$ cat config.mk
export PLATFORM = sky130hd
export DESIGN_NAME = block_buffer_cache_lru_core
export DESIGN_NICKNAME = d
export VERILOG_FILES = /design/src/rtl/core/bbc_pkg.sv /design/src/rtl/core/block_buffer_cache_lru_core.sv /design/src/rtl/core/bbc_cell.sv /design/src/rtl/core/bbc_ctrl.sv
export SDC_FILE = /design/constraint.sdc
export NUM_CORES = 2
export LEC_CHECK = 0
export BUFFER_PORTS_ARGS = -buffer_cell sky130_fd_sc_hd__buf_2
export CAP_MARGIN = 20
export CORE_ASPECT_RATIO = 1.5
export CORE_UTILIZATION = 40
export DETAILED_ROUTE_END_ITERATION = 8
export GPL_TIMING_DRIVEN = 0
export PLACE_DENSITY = 0.62
export SYNTH_ARGS = -nofsm -noshare
export SYNTH_HDL_FRONTEND = slang
export SYNTH_HIERARCHICAL = 1
export SYNTH_SLANG_ARGS = --single-unit
export TNS_END_PERCENT = 100
$ cat constraint.sdc
create_clock -name clk -period 5.1 [get_ports clk]
set_input_delay 0.255 -clock clk [delete_from_list [all_inputs] [get_ports clk]]
set_output_delay 0.255 -clock clk [all_outputs]
set_load 0.02 [all_outputs]
$ cat src/rtl/core/bbc_pkg.sv
// Shared types and constants for the LRU block buffer cache core.
`default_nettype none

package bbc_pkg;

  // Field widths of the stream words
  localparam int DEV_W  = 8;
  localparam int BLK_W  = 32;
  localparam int REFS_W = 8;
  localparam int SLOT_W = 4;

  localparam int DEFAULT_SLOTS = 16;

  localparam logic [REFS_W-1:0] REFS_MAX = 8'd255;

  typedef enum logic [1:0] {
    OP_ACQUIRE = 2'd0,
    OP_RELEASE = 2'd1,
    OP_MARK    = 2'd2,
    OP_NOP     = 2'd3
  } op_t;

  typedef enum logic [1:0] {
    ST_OK       = 2'd0,
    ST_NOFREE   = 2'd1,
    ST_UNREF    = 2'd2,
    ST_OVERFLOW = 2'd3
  } status_t;

  typedef enum logic [1:0] {
    S_IDLE,
    S_SCAN,
    S_APPLY
  } state_t;

  // Tag and bookkeeping of one buffer slot
  typedef struct packed {
    logic [DEV_W-1:0]  dev;
    logic [BLK_W-1:0]  blk;
    logic [REFS_W-1:0] refs;
    logic              valid;
  } entry_t;

  // Broadcast control from the sequencer to every cell
  typedef struct packed {
    logic             clr;    // drop all marks
    logic             step;   // rotate the chain by one position
    logic             move;   // shift marked prefix back, insert carry at head
    logic             retag;  // retag the victim-marked cell
    logic [DEV_W-1:0] dev;
    logic [BLK_W-1:0] blk;
  } cell_ctl_t;

endpackage

`default_nettype wire

$ cat src/rtl/core/block_buffer_cache_lru_core.sv
// Top level: chain of slot cells in recency order plus the sequencer.
// Each word is taken in the idle state, then one rotation pass of the cell chain runs
// with the head inspected each cycle, then the apply state loads the registered result.
// A new word is accepted only after apply; apply waits while a held result is not taken.
// Reset (synchronous): tags, counts and valid bits clear; recency order is
// descending slot numbers, most recent first. No clearing pass is needed.
`default_nettype none

module block_buffer_cache_lru_core
  import bbc_pkg::*;
#(
  parameter int SLOTS = DEFAULT_SLOTS
) (
  input  wire logic        clk,
  input  wire logic        rst,
  input  wire logic        s_tvalid,
  output logic             s_tready,
  input  wire logic [47:0] s_tdata,  // device_id[7:0], block_number[39:8], slot[43:40], pad
  input  wire logic [1:0]  s_tuser,  // opcode[1:0]
  output logic             m_tvalid,
  input  wire logic        m_tready,
  output logic [7:0]       m_tdata   // slot_out[3:0], hit[4], need_fill[5], status[7:6]
);

  localparam int ID_W = $clog2(SLOTS);

  entry_t            ent_q [SLOTS];
  logic [ID_W-1:0]   id_q  [SLOTS];
  logic [SLOTS-1:0]  vmark_q;
  logic [SLOTS-1:0]  bmark_q;

  entry_t            tail_ent, carry_ent;
  logic [ID_W-1:0]   tail_id, carry_id;
  logic              tail_vmark, tail_bmark, clr_vmark;
  cell_ctl_t         ctl;

  bbc_ctrl #(
    .SLOTS (SLOTS),
    .ID_W  (ID_W)
  ) u_ctrl (
    .clk        (clk),
    .rst        (rst),
    .s_tvalid   (s_tvalid),
    .s_tready   (s_tready),
    .s_tdata    (s_tdata),
    .s_tuser    (s_tuser),
    .m_tvalid   (m_tvalid),
    .m_tready   (m_tready),
    .m_tdata    (m_tdata),
    .head_ent   (ent_q[0]),
    .head_id    (id_q[0]),
    .tail_ent   (tail_ent),
    .tail_id    (tail_id),
    .tail_vmark (tail_vmark),
    .tail_bmark (tail_bmark),
    .clr_vmark  (clr_vmark),
    .carry_ent  (carry_ent),
    .carry_id   (carry_id),
    .ctl        (ctl)
  );

  // Cell chain: position 0 is the most recent end
  for (genvar k = 0; k < SLOTS; k++) begin : g_cell
    entry_t          rot_ent, prev_ent;
    logic [ID_W-1:0] rot_id, prev_id;
    logic            rot_vmark, rot_bmark, prev_bmark;

    if (k == SLOTS - 1) begin : g_tail
      assign rot_ent   = tail_ent;
      assign rot_id    = tail_id;
      assign rot_vmark = tail_vmark;
      assign rot_bmark = tail_bmark;
    end else begin : g_mid
      assign rot_ent   = ent_q[k+1];
      assign rot_id    = id_q[k+1];
      assign rot_vmark = vmark_q[k+1] & ~clr_vmark;
      assign rot_bmark = bmark_q[k+1];
    end

    if (k == 0) begin : g_head
      assign prev_ent   = carry_ent;
      assign prev_id    = carry_id;
      assign prev_bmark = 1'b1;
    end else begin : g_body
      assign prev_ent   = ent_q[k-1];
      assign prev_id    = id_q[k-1];
      assign prev_bmark = bmark_q[k-1];
    end

    bbc_cell #(
      .ID_W   (ID_W),
      .RST_ID (ID_W'(SLOTS - 1 - k))
    ) u_cell (
      .clk        (clk),
      .rst        (rst),
      .ctl        (ctl),
      .rot_ent    (rot_ent),
      .rot_id     (rot_id),
      .rot_vmark  (rot_vmark),
      .rot_bmark  (rot_bmark),
      .prev_ent   (prev_ent),
      .prev_id    (prev_id),
      .prev_bmark (prev_bmark),
      .ent        (ent_q[k]),
      .id         (id_q[k]),
      .vmark      (vmark_q[k]),
      .bmark      (bmark_q[k])
    );
  end

  // At most one victim candidate is marked at any time
  a_one_victim: assert property (@(posedge clk) disable iff (rst)
    $onehot0(vmark_q))
    else $error("more than one victim mark in the chain");

  // Chain operations never overlap
  a_ctl_excl: assert property (@(posedge clk) disable iff (rst)
    $onehot0({ctl.clr, ctl.step, ctl.move, ctl.retag}))
    else $error("overlapping chain operations");

  // One word in flight: no accept right after an accept
  a_one_item: assert property (@(posedge clk) disable iff (rst)
    (s_tvalid && s_tready) |=> !s_tready)
    else $error("input accepted during a pass");

  // A hit result always carries an ok status
  a_hit_ok: assert property (@(posedge clk) disable iff (rst)
    (m_tvalid && m_tdata[4]) |-> (m_tdata[7:6] == ST_OK))
    else $error("hit reported with error status");

endmodule

`default_nettype wire

$ cat src/rtl/core/bbc_cell.sv
// One recency position of the chain: holds a slot's tag, count, valid and marks.
`default_nettype none

module bbc_cell
  import bbc_pkg::*;
#(
  parameter int              ID_W   = 4,
  parameter logic [ID_W-1:0] RST_ID = '0
) (
  input  wire logic            clk,
  input  wire logic            rst,
  input  wire cell_ctl_t       ctl,
  // from the next cell toward the tail (rotation)
  input  wire entry_t          rot_ent,
  input  wire logic [ID_W-1:0] rot_id,
  input  wire logic            rot_vmark,
  input  wire logic            rot_bmark,
  // from the previous cell toward the head (move to front)
  input  wire entry_t          prev_ent,
  input  wire logic [ID_W-1:0] prev_id,
  input  wire logic            prev_bmark,
  output entry_t               ent,
  output logic [ID_W-1:0]      id,
  output logic                 vmark,
  output logic                 bmark
);

  // Clear marks, hold, rotate, shift toward the tail, or retag in place
  always_ff @(posedge clk) begin
    if (rst) begin
      ent   <= '0;
      id    <= RST_ID;
      vmark <= 1'b0;
      bmark <= 1'b0;
    end else begin
      priority if (ctl.clr) begin
        vmark <= 1'b0;
        bmark <= 1'b0;
      end else if (ctl.step) begin
        ent   <= rot_ent;
        id    <= rot_id;
        vmark <= rot_vmark;
        bmark <= rot_bmark;
      end else if (ctl.move && prev_bmark) begin
        ent <= prev_ent;
        id  <= prev_id;
      end else if (ctl.retag && vmark) begin
        ent.dev   <= ctl.dev;
        ent.blk   <= ctl.blk;
        ent.refs  <= REFS_W'(1);
        ent.valid <= 1'b0;
      end else begin
        // hold
      end
    end
  end

endmodule

`default_nettype wire

$ cat src/rtl/core/bbc_ctrl.sv
// Sequencer: takes words, inspects the chain head during the rotation pass, builds results.
`default_nettype none

module bbc_ctrl
  import bbc_pkg::*;
#(
  parameter int SLOTS = DEFAULT_SLOTS,
  parameter int ID_W  = $clog2(SLOTS)
) (
  input  wire logic            clk,
  input  wire logic            rst,
  // input stream
  input  wire logic            s_tvalid,
  output logic                 s_tready,
  input  wire logic [47:0]     s_tdata,   // device_id, block_number, slot, zero pad
  input  wire logic [1:0]      s_tuser,   // opcode
  // output stream
  output logic                 m_tvalid,
  input  wire logic            m_tready,
  output logic [7:0]           m_tdata,   // slot_out, hit, need_fill, status
  // chain head and tail
  input  wire entry_t          head_ent,
  input  wire logic [ID_W-1:0] head_id,
  output entry_t               tail_ent,
  output logic [ID_W-1:0]      tail_id,
  output logic                 tail_vmark,
  output logic                 tail_bmark,
  output logic                 clr_vmark,
  output entry_t               carry_ent,
  output logic [ID_W-1:0]      carry_id,
  output cell_ctl_t            ctl
);

  localparam int SW = (ID_W > SLOT_W) ? ID_W : SLOT_W;

  state_t state, state_next;

  op_t               op;
  logic [DEV_W-1:0]  dev;
  logic [BLK_W-1:0]  blk;
  logic [SLOT_W-1:0] slot;
  logic [ID_W-1:0]   cnt;
  logic              found, found_next;
  logic              got, got_next;
  logic              move, move_next;
  status_t           status, status_next;
  logic [SLOT_W-1:0] slot_out, slot_out_next;
  logic              hit, hit_next;
  logic              fill, fill_next;
  logic [SLOT_W-1:0] victim, victim_next;
  entry_t            carry_ent_next;
  logic [ID_W-1:0]   carry_id_next;

  logic              accept, fire;
  logic [SW-1:0]     head_id_x, slot_x;
  logic              tag_eq, slot_eq;

  assign head_id_x = SW'(head_id);
  assign slot_x    = SW'(slot);
  assign tag_eq    = (head_ent.dev == dev) && (head_ent.blk == blk);
  assign slot_eq   = (head_id_x == slot_x);

  // Inspect the head entry and form what goes back in at the tail
  always_comb begin
    tail_ent       = head_ent;
    tail_id        = head_id;
    tail_vmark     = 1'b0;
    tail_bmark     = 1'b0;
    clr_vmark      = 1'b0;
    found_next     = found;
    got_next       = got;
    move_next      = move;
    status_next    = status;
    slot_out_next  = slot_out;
    hit_next       = hit;
    fill_next      = fill;
    victim_next    = victim;
    carry_ent_next = carry_ent;
    carry_id_next  = carry_id;
    unique case (op)
      OP_ACQUIRE: begin
        if (!found && tag_eq) begin
          found_next = 1'b1;
          if (head_ent.refs == REFS_MAX) begin
            status_next = ST_OVERFLOW;
          end else begin
            tail_ent.refs = head_ent.refs + REFS_W'(1);
            slot_out_next = head_id_x[SLOT_W-1:0];
            hit_next      = 1'b1;
            fill_next     = ~head_ent.valid;
          end
        end
        // Latest free entry seen is the least recent one so far
        if (head_ent.refs == '0) begin
          tail_vmark  = 1'b1;
          clr_vmark   = 1'b1;
          got_next    = 1'b1;
          victim_next = head_id_x[SLOT_W-1:0];
        end
      end
      OP_RELEASE: begin
        if (!found && slot_eq) begin
          found_next = 1'b1;
          if (head_ent.refs == '0) begin
            status_next = ST_UNREF;
          end else begin
            tail_ent.refs = head_ent.refs - REFS_W'(1);
            if (head_ent.refs == REFS_W'(1)) begin
              move_next      = 1'b1;
              carry_ent_next = tail_ent;
              carry_id_next  = head_id;
            end
          end
        end else begin
          // Everything ahead of the target shifts back on a move
          tail_bmark = ~found;
        end
      end
      OP_MARK: begin
        if (slot_eq) begin
          tail_ent.valid = 1'b1;
        end
      end
      OP_NOP: begin
      end
      default: begin
      end
    endcase
  end

  // Next state and broadcast control
  always_comb begin
    state_next = state;
    s_tready   = (state == S_IDLE);
    accept     = s_tvalid && s_tready;
    fire       = (state == S_APPLY) && (!m_tvalid || m_tready);
    ctl.clr    = accept;
    ctl.step   = (state == S_SCAN);
    ctl.move   = fire && (op == OP_RELEASE) && move;
    ctl.retag  = fire && (op == OP_ACQUIRE) && !found && got;
    ctl.dev    = dev;
    ctl.blk    = blk;
    unique case (state)
      S_IDLE:  if (accept) state_next = S_SCAN;
      S_SCAN:  if (cnt == ID_W'(SLOTS - 1)) state_next = S_APPLY;
      S_APPLY: if (fire) state_next = S_IDLE;
      default: state_next = S_IDLE;
    endcase
  end

  always_ff @(posedge clk) begin
    if (rst) begin
      state <= S_IDLE;
    end else begin
      state <= state_next;
    end
  end

  // Capture the word, advance the pass, hold scan results
  always_ff @(posedge clk) begin
    if (accept) begin
      op       <= op_t'(s_tuser);
      dev      <= s_tdata[7:0];
      blk      <= s_tdata[39:8];
      slot     <= s_tdata[43:40];
      cnt      <= '0;
      found    <= 1'b0;
      got      <= 1'b0;
      move     <= 1'b0;
      status   <= ST_OK;
      slot_out <= s_tdata[43:40];
      hit      <= 1'b0;
      fill     <= 1'b0;
    end else if (state == S_SCAN) begin
      cnt       <= cnt + ID_W'(1);
      found     <= found_next;
      got       <= got_next;
      move      <= move_next;
      status    <= status_next;
      slot_out  <= slot_out_next;
      hit       <= hit_next;
      fill      <= fill_next;
      victim    <= victim_next;
      carry_ent <= carry_ent_next;
      carry_id  <= carry_id_next;
    end
  end

  // Result register: load on apply, drop when taken
  always_ff @(posedge clk) begin
    if (rst) begin
      m_tvalid <= 1'b0;
    end else if (fire) begin
      m_tvalid <= 1'b1;
    end else if (m_tready) begin
      m_tvalid <= 1'b0;
    end
  end

  always_ff @(posedge clk) begin
    if (fire) begin
      if (op == OP_ACQUIRE && !found) begin
        if (got) begin
          m_tdata <= {ST_OK, 1'b1, 1'b0, victim};
        end else begin
          m_tdata <= {ST_NOFREE, 1'b0, 1'b0, slot_out};
        end
      end else if (op == OP_RELEASE && !found) begin
        m_tdata <= {ST_UNREF, 1'b0, 1'b0, slot_out};
      end else begin
        m_tdata <= {status, fill, hit, slot_out};
      end
    end
  end

endmodule

`default_nettype wire
## Word level (Yosys, flattened, before mapping)

Cells that the tools add are included.

- Bits of input ports: 54
- Output and inout port bits: 10
- Word-level logic and storage cells: 416
- Flip-flop bits (word level): 1009

- Muxes and demuxes: 113
- Equal/unequal tests: 18
- Reduce and logical (&&, ||, !) cells: 128
- Bitwise operators: 21
- Add/subtract/negate cells: 3

Operator list:

| kind | number |
|---|---|
| $mux 49 | 48 |
| $mux 4 | 37 |
| $reduce_and 2->1 | 32 |
| $mux 8 | 6 |
| $reduce_bool 3->1 | 16 |
| $logic_and 1x1->1 | 43 |
| $reduce_bool 2->1 | 21 |
| $eq 32x32->1 | 1 |
| $ne 2x1->1 const B | 8 |
| $pmux 8 s2 | 1 |
| $reduce_and 4->1 | 4 |
| $and 1x1->1 | 15 |
| $mux 2 | 7 |
| $reduce_and 6->1 | 2 |
| $mux 1 | 10 |
| $add 8x1->8 const B | 1 |
| $eq 8x1->1 const B | 1 |
| $eq 8x8->1 | 1 |
| $eq 8x8->1 const B | 1 |
| $logic_not 8->1 | 1 |
| $sub 8x1->8 const B | 1 |
| $mux 7 | 1 |
| $not 1->1 | 6 |
| $pmux 2 s3 | 1 |
| 13 further kinds | 18 |

## Depth between registers and ports, before layout

- Word-level depth: 10
- Depth in mapped cells: 12
- Depth with buffers taken out: 10

## Cells and area by module

The synthesis kept the hierarchy.

By module, submodules not included:

| module | sequential area each (sq um) | cells each | area an instance (sq um) | times used |
|---|---|---|---|---|
| bbc_cell (g_cell[10].u_cell ...) | 1101.1 | 368 | 3499.6 | 6 |
| bbc_cell (g_cell[11].u_cell ...) | 1101.1 | 369 | 3469.6 | 4 |
| bbc_cell (g_cell[1].u_cell ...) | 1101.1 | 367 | 3468.3 | 2 |
| bbc_cell (g_cell[4].u_cell ...) | 1101.1 | 367 | 3467.1 | 2 |
| bbc_ctrl | 3733.6 | 409 | 5652.9 | 1 |
| bbc_cell (g_cell[15].u_cell) | 1101.1 | 369 | 3468.3 | 1 |
| bbc_cell (g_cell[0].u_cell) | 1101.1 | 366 | 3457.1 | 1 |
| block_buffer_cache_lru_core | 0.0 | 17 | 136.4 | 1 |

## Least setup slack after synthesis

No wires, ideal clock.

- Kind: register to register
- Start point: register u_ctrl.m_tvalid
- End point: register g_cell[4].u_cell/ent[10] (netlist bit)
- Path buffers: 2
- Path slack: 0.722 ns
- Setup time: 0.143 ns
- Data arrival time: 4.235 ns
- Cell stages (with the launch flop): 9
- Clock period less this slack: 4.378 ns
- Required time: 4.957 ns
- Path through: dfxtp_1 > nand2b_1 > nor2b_1 > and4b_1 > buf_2 > nand2_1 > clkbuf_1 > a211oi_1 > o41ai_2

RTL lines:

| what | RTL line | RTL |
|---|---|---|
| from (decl) | bbc_ctrl.sv:18 | `output logic m_tvalid,` |
| from (signal assigned) | bbc_ctrl.sv:192 | `m_tvalid <= 1'b0;` |
| from (signal assigned) | bbc_ctrl.sv:194 | `m_tvalid <= 1'b1;` |
| from (signal assigned) | bbc_ctrl.sv:196 | `m_tvalid <= 1'b0;` |
| to (signal assigned) | bbc_cell.sv:40 | `ent <= rot_ent;` |
| to (signal assigned) | bbc_cell.sv:45 | `ent <= prev_ent;` |
| to (decl) | bbc_cell.sv:22 | `output entry_t ent,` |

==> results.md <==
* Multi-input logic area at 36100 um2
* Die width at 322 um
* Worst-path clk slew at ~0.07 ns
* Clk Latency, worst-skew pair at just under 0.8 ns
* Hold Slack at 0.174 ns
* Worst Setup End Kind: flip-flop
* Drt wl/cell at 32.3 um
* CTS sink count at 1009
* Fin crit period at 4.85 ns
* DRC viols at 0
* GP Congestion at slightly below 1
* Reg2Reg Setup Slack at between 0.2 and 0.25 ns
* Hold path cells at 2
* Slowest cell on crit path: nor2b_1
* Lkg Pwr at ~0.027 uW
* Peak VDD IR at around 0.34 mV
* Final Power at 21200 uW
* Commonest non-fill, non-tap cell in the layout: dfxtp_1
* Slew Limit Headroom at between 15 and 20%
* Via count at approximately 58000
* Post-synth cell types at a little under 80
* Ys async rst share at 0%
* Status: finished, final reports clean
* Gate Count Post-Synth at around 6300
* Worst path required time at around 5.7 ns
* Setup TNS Final at 0 ns
* Clock Path Buffers at 3
* Wirelength, routed at 282000 um
* Die Height at around 480 um
* Seq cells post-synth at 1009
* Most Frequent Cell on Critical Path: buf_16
* Setup bufs post-CTS at 0
* Post-detailed-route count of antenna-violating nets at 0
* GRT Residual Overflow at 0
* Initial DRC Count at 6554
* Reg2Reg Depth at 10
* Detailed Routing Iterations Pass 1 at 6
* Hold Vio Cnt, Final at 0
* # Max-Cap Violations at 0
* Most frequent cells in the layout: 894 x dfxtp_1, 669 x o211ai_1, 648 x nor2b_1
* CTS Buf Count at 102
* Mean Syn Cell Area at just under 10 um2
* Die area at 155000 um2
* Register area at 21400 um2
* Core area at ~150000 um2
* Max Fclk at approximately 210 MHz
* Slew @ Worst Pin at roughly 1.2 ns
* Root Driver: clkbuf_16
* Fin crit share at between 90% and 100%
* Prevailing post-synth register cell: dfxtp_1
* CTS tree: yes
* Largest net degree at the start of global routing at 72
* Skew final at around 0.042 ns
* Worst-case hold path end point: u_ctrl/m_tvalid
* Starting Density at between 40% and 50%
* Fillers at 14600
* # setup viols final at 0
* PwrDens at ~300 nW/um2
* Number of flops mapped to enable cells by yosys at between 100 and 150
* Post-detail-place hpwl at 216000 um
* Critical Path, Cell by Cell: nand2b_1 > nor2b_1 > and4b_4 > buf_16 > buf_16 > buf_2 > nand2_1 > clkbuf_1 > a211oi_1 > o41ai_2
* Critical R2R Capture: g_cell[4].u_cell/ent[12]
* Critical path type: flip-flop to flip-flop
* Layout Utilization at 46.0%
* Worst r2r src: u_ctrl/state[0]
* FP Rows at around 180
* Critical path arrival at between 5 and 6 ns
* Share of layout cells above drive strength 1 at between 10% and 20%
* Post-CTS resize count at 0
* Crit start category: flip-flop
* Crit path max fanout at 46
* # nets final at 6647
* Vias/cell at 6.67
* Synth warn at 6
* Register area share after synthesis at a little over a third
* Post-synth design cell area at about 60000 um2
* Area Overhead vs Synth at 13.8%
* CP max stage delay at 0.86 ns
* IO buf count at slightly below 60
* # H-tree levels at 3
* # IOs at between 60 and 70
* Hold_sp: rst
* GRT Util Overall at around 35%
* CP bufs+invs at 4
* First-pass GRT wire length at 403000 um
* RSZ-0062 raised after global routing: false
* Initial antenna violation count at 22
* Final Max Tran Viols at 0
* Tightest Hold Check Type: input port to flip-flop
* Top delay family on crit path: simple AND/OR/NAND/NOR gates
* Vias in the first global route at approximately 56000
-- layer usage --
| metal | part of all wire, % | up-vias | global-route usage, % |
|---|---|---|---|
| li1 | - | 25700 | - |
| met1 | 35 | 28300 | 38.3 |
| met2 | 47 | 3066 | 58.7 |
| met3 | 7.2 | 1195 | 6.75 |
| met4 | 10 | 16 | 32.3 |
| met5 | 0.033 | - | 0 |
-- cells by family after synthesis --
group / Yosys count / synth area share (%)
compound gates: 2416 / 37.8
simple gates: 1813 / 18.2
flops: 1009 / 34.7
buf+inv: 908 / 6.65
mux: 117 / 1.91
xor+xnor: 45 / 0.641
fa+ha+maj: 4 / 0.0814
other cells: 1 / 0.00610
-- cells in the mapped netlist, types with 5 or more instances --
library cell    n  area share (%)
o41ai_1        33            0.47
o311ai_0        5           0.071
edfxtp_1      115             5.6
a221oi_1        5           0.071
a21oi_1       183             1.5
nand3_1        10           0.081
or2_2           9           0.092
inv_2          10           0.061
o311ai_1       16            0.23
nor2b_1       648             6.6
inv_1          14           0.086
xnor2_1        31            0.44
o41ai_2       608              16
mux2i_1       113             1.8
nor2_1         29            0.18
nand2_2        11            0.11
nand2_1       186             1.1
dfxtp_1       894              29
clkinv_1       22            0.13
a311oi_1      128             1.8
o21ai_0        73            0.59
clkbuf_1      584             3.6
or3_1          32            0.33
clkbuf_2       18            0.15
nor3_1         35            0.29
nor4_1          5           0.051
buf_6          20            0.37
nand2_4         6            0.11
o211ai_1      669             8.2
a211oi_1      644             7.9
nand2b_1       23            0.23
a221oi_2       11            0.27
nand4b_1      128             1.8
xor2_1         14            0.20
buf_4          83             1.0
buf_2         157             1.3
or2_1           5           0.051
and3_1        646             6.6
nor2b_2         7            0.10
nand4_1        11            0.11
a221o_1        16            0.26
-- cell type report --
type / instances / share of cell area (%)
clock inverters: 44 / 0.873
well taps: 2035 / 3.64
flip-flops and latches: 1009 / 30.5
repair buffers: 166 / 3.15
plain buffers: 862 / 5.60
multi-input cells: 4402 / 51.6
clock buffers: 147 / 4.34
inverters: 46 / 0.249
diodes: 18 / 0.0644
-- how the worst max path moves through the flow --
stage | start | to | cells after the start
after global placement | u_ctrl/state[0] | g_cell[7].u_cell/ent[6] | 6
after CTS | u_ctrl/state[0] | g_cell[4].u_cell/ent[12] | 10
after global routing | u_ctrl/state[0] | g_cell[4].u_cell/ent[10] | 10
after detailed placement | u_ctrl/state[0] | g_cell[4].u_cell/ent[12] | 10
after floorplan | u_ctrl/m_tvalid | g_cell[4].u_cell/ent[10] | 8
final | u_ctrl/state[0] | g_cell[4].u_cell/ent[12] | 10
-- through the flow --
step / area [um2] / cells / setup WS, ns
after global placement: 64300 / 8413 / -4.47
final: 69900 / 8729 / 0.246
after floorplan: 61500 / 6319 / 0.722
after CTS: 69900 / 8710 / 0.464
after global routing: 69900 / 8712 / 0.325
after detailed placement: 65700 / 8471 / 0.486
-- repair_timing --
| action | in CTS | in global routing |
|---|---|---|
| hold endpoints to repair | 54 | 0 |
| setup endpoints to repair | 0 | 0 |
| hold buffers | 48 | 0 |
-- flip-flops by register name (all words and copies together) (netlist names), 2 cells and up --
signal and flops:
g_cell.u_cell/vmark 16, u_ctrl/cnt 4, u_ctrl/carry_ent 49, u_ctrl/state 2, u_ctrl/victim 4, g_cell.u_cell/bmark 16, u_ctrl/carry_id 4, g_cell.u_cell/id 64
u_ctrl/status 2, u_ctrl/op 2, u_ctrl/slot 4, u_ctrl/dev 8, u_ctrl/slot_out 4, g_cell.u_cell/ent 784, u_ctrl/m_tdata 8, u_ctrl/blk 32
-- power breakdown --
part / internal, uW / leakage (uW) / switching, uW
Combinational: 1220 / 0.0172 / 2250
Clock: 4810 / 0.00177 / 3570
Sequential: 8500 / 0.00841 / 855
Note: power is estimated with default switching activity, not from simulation.
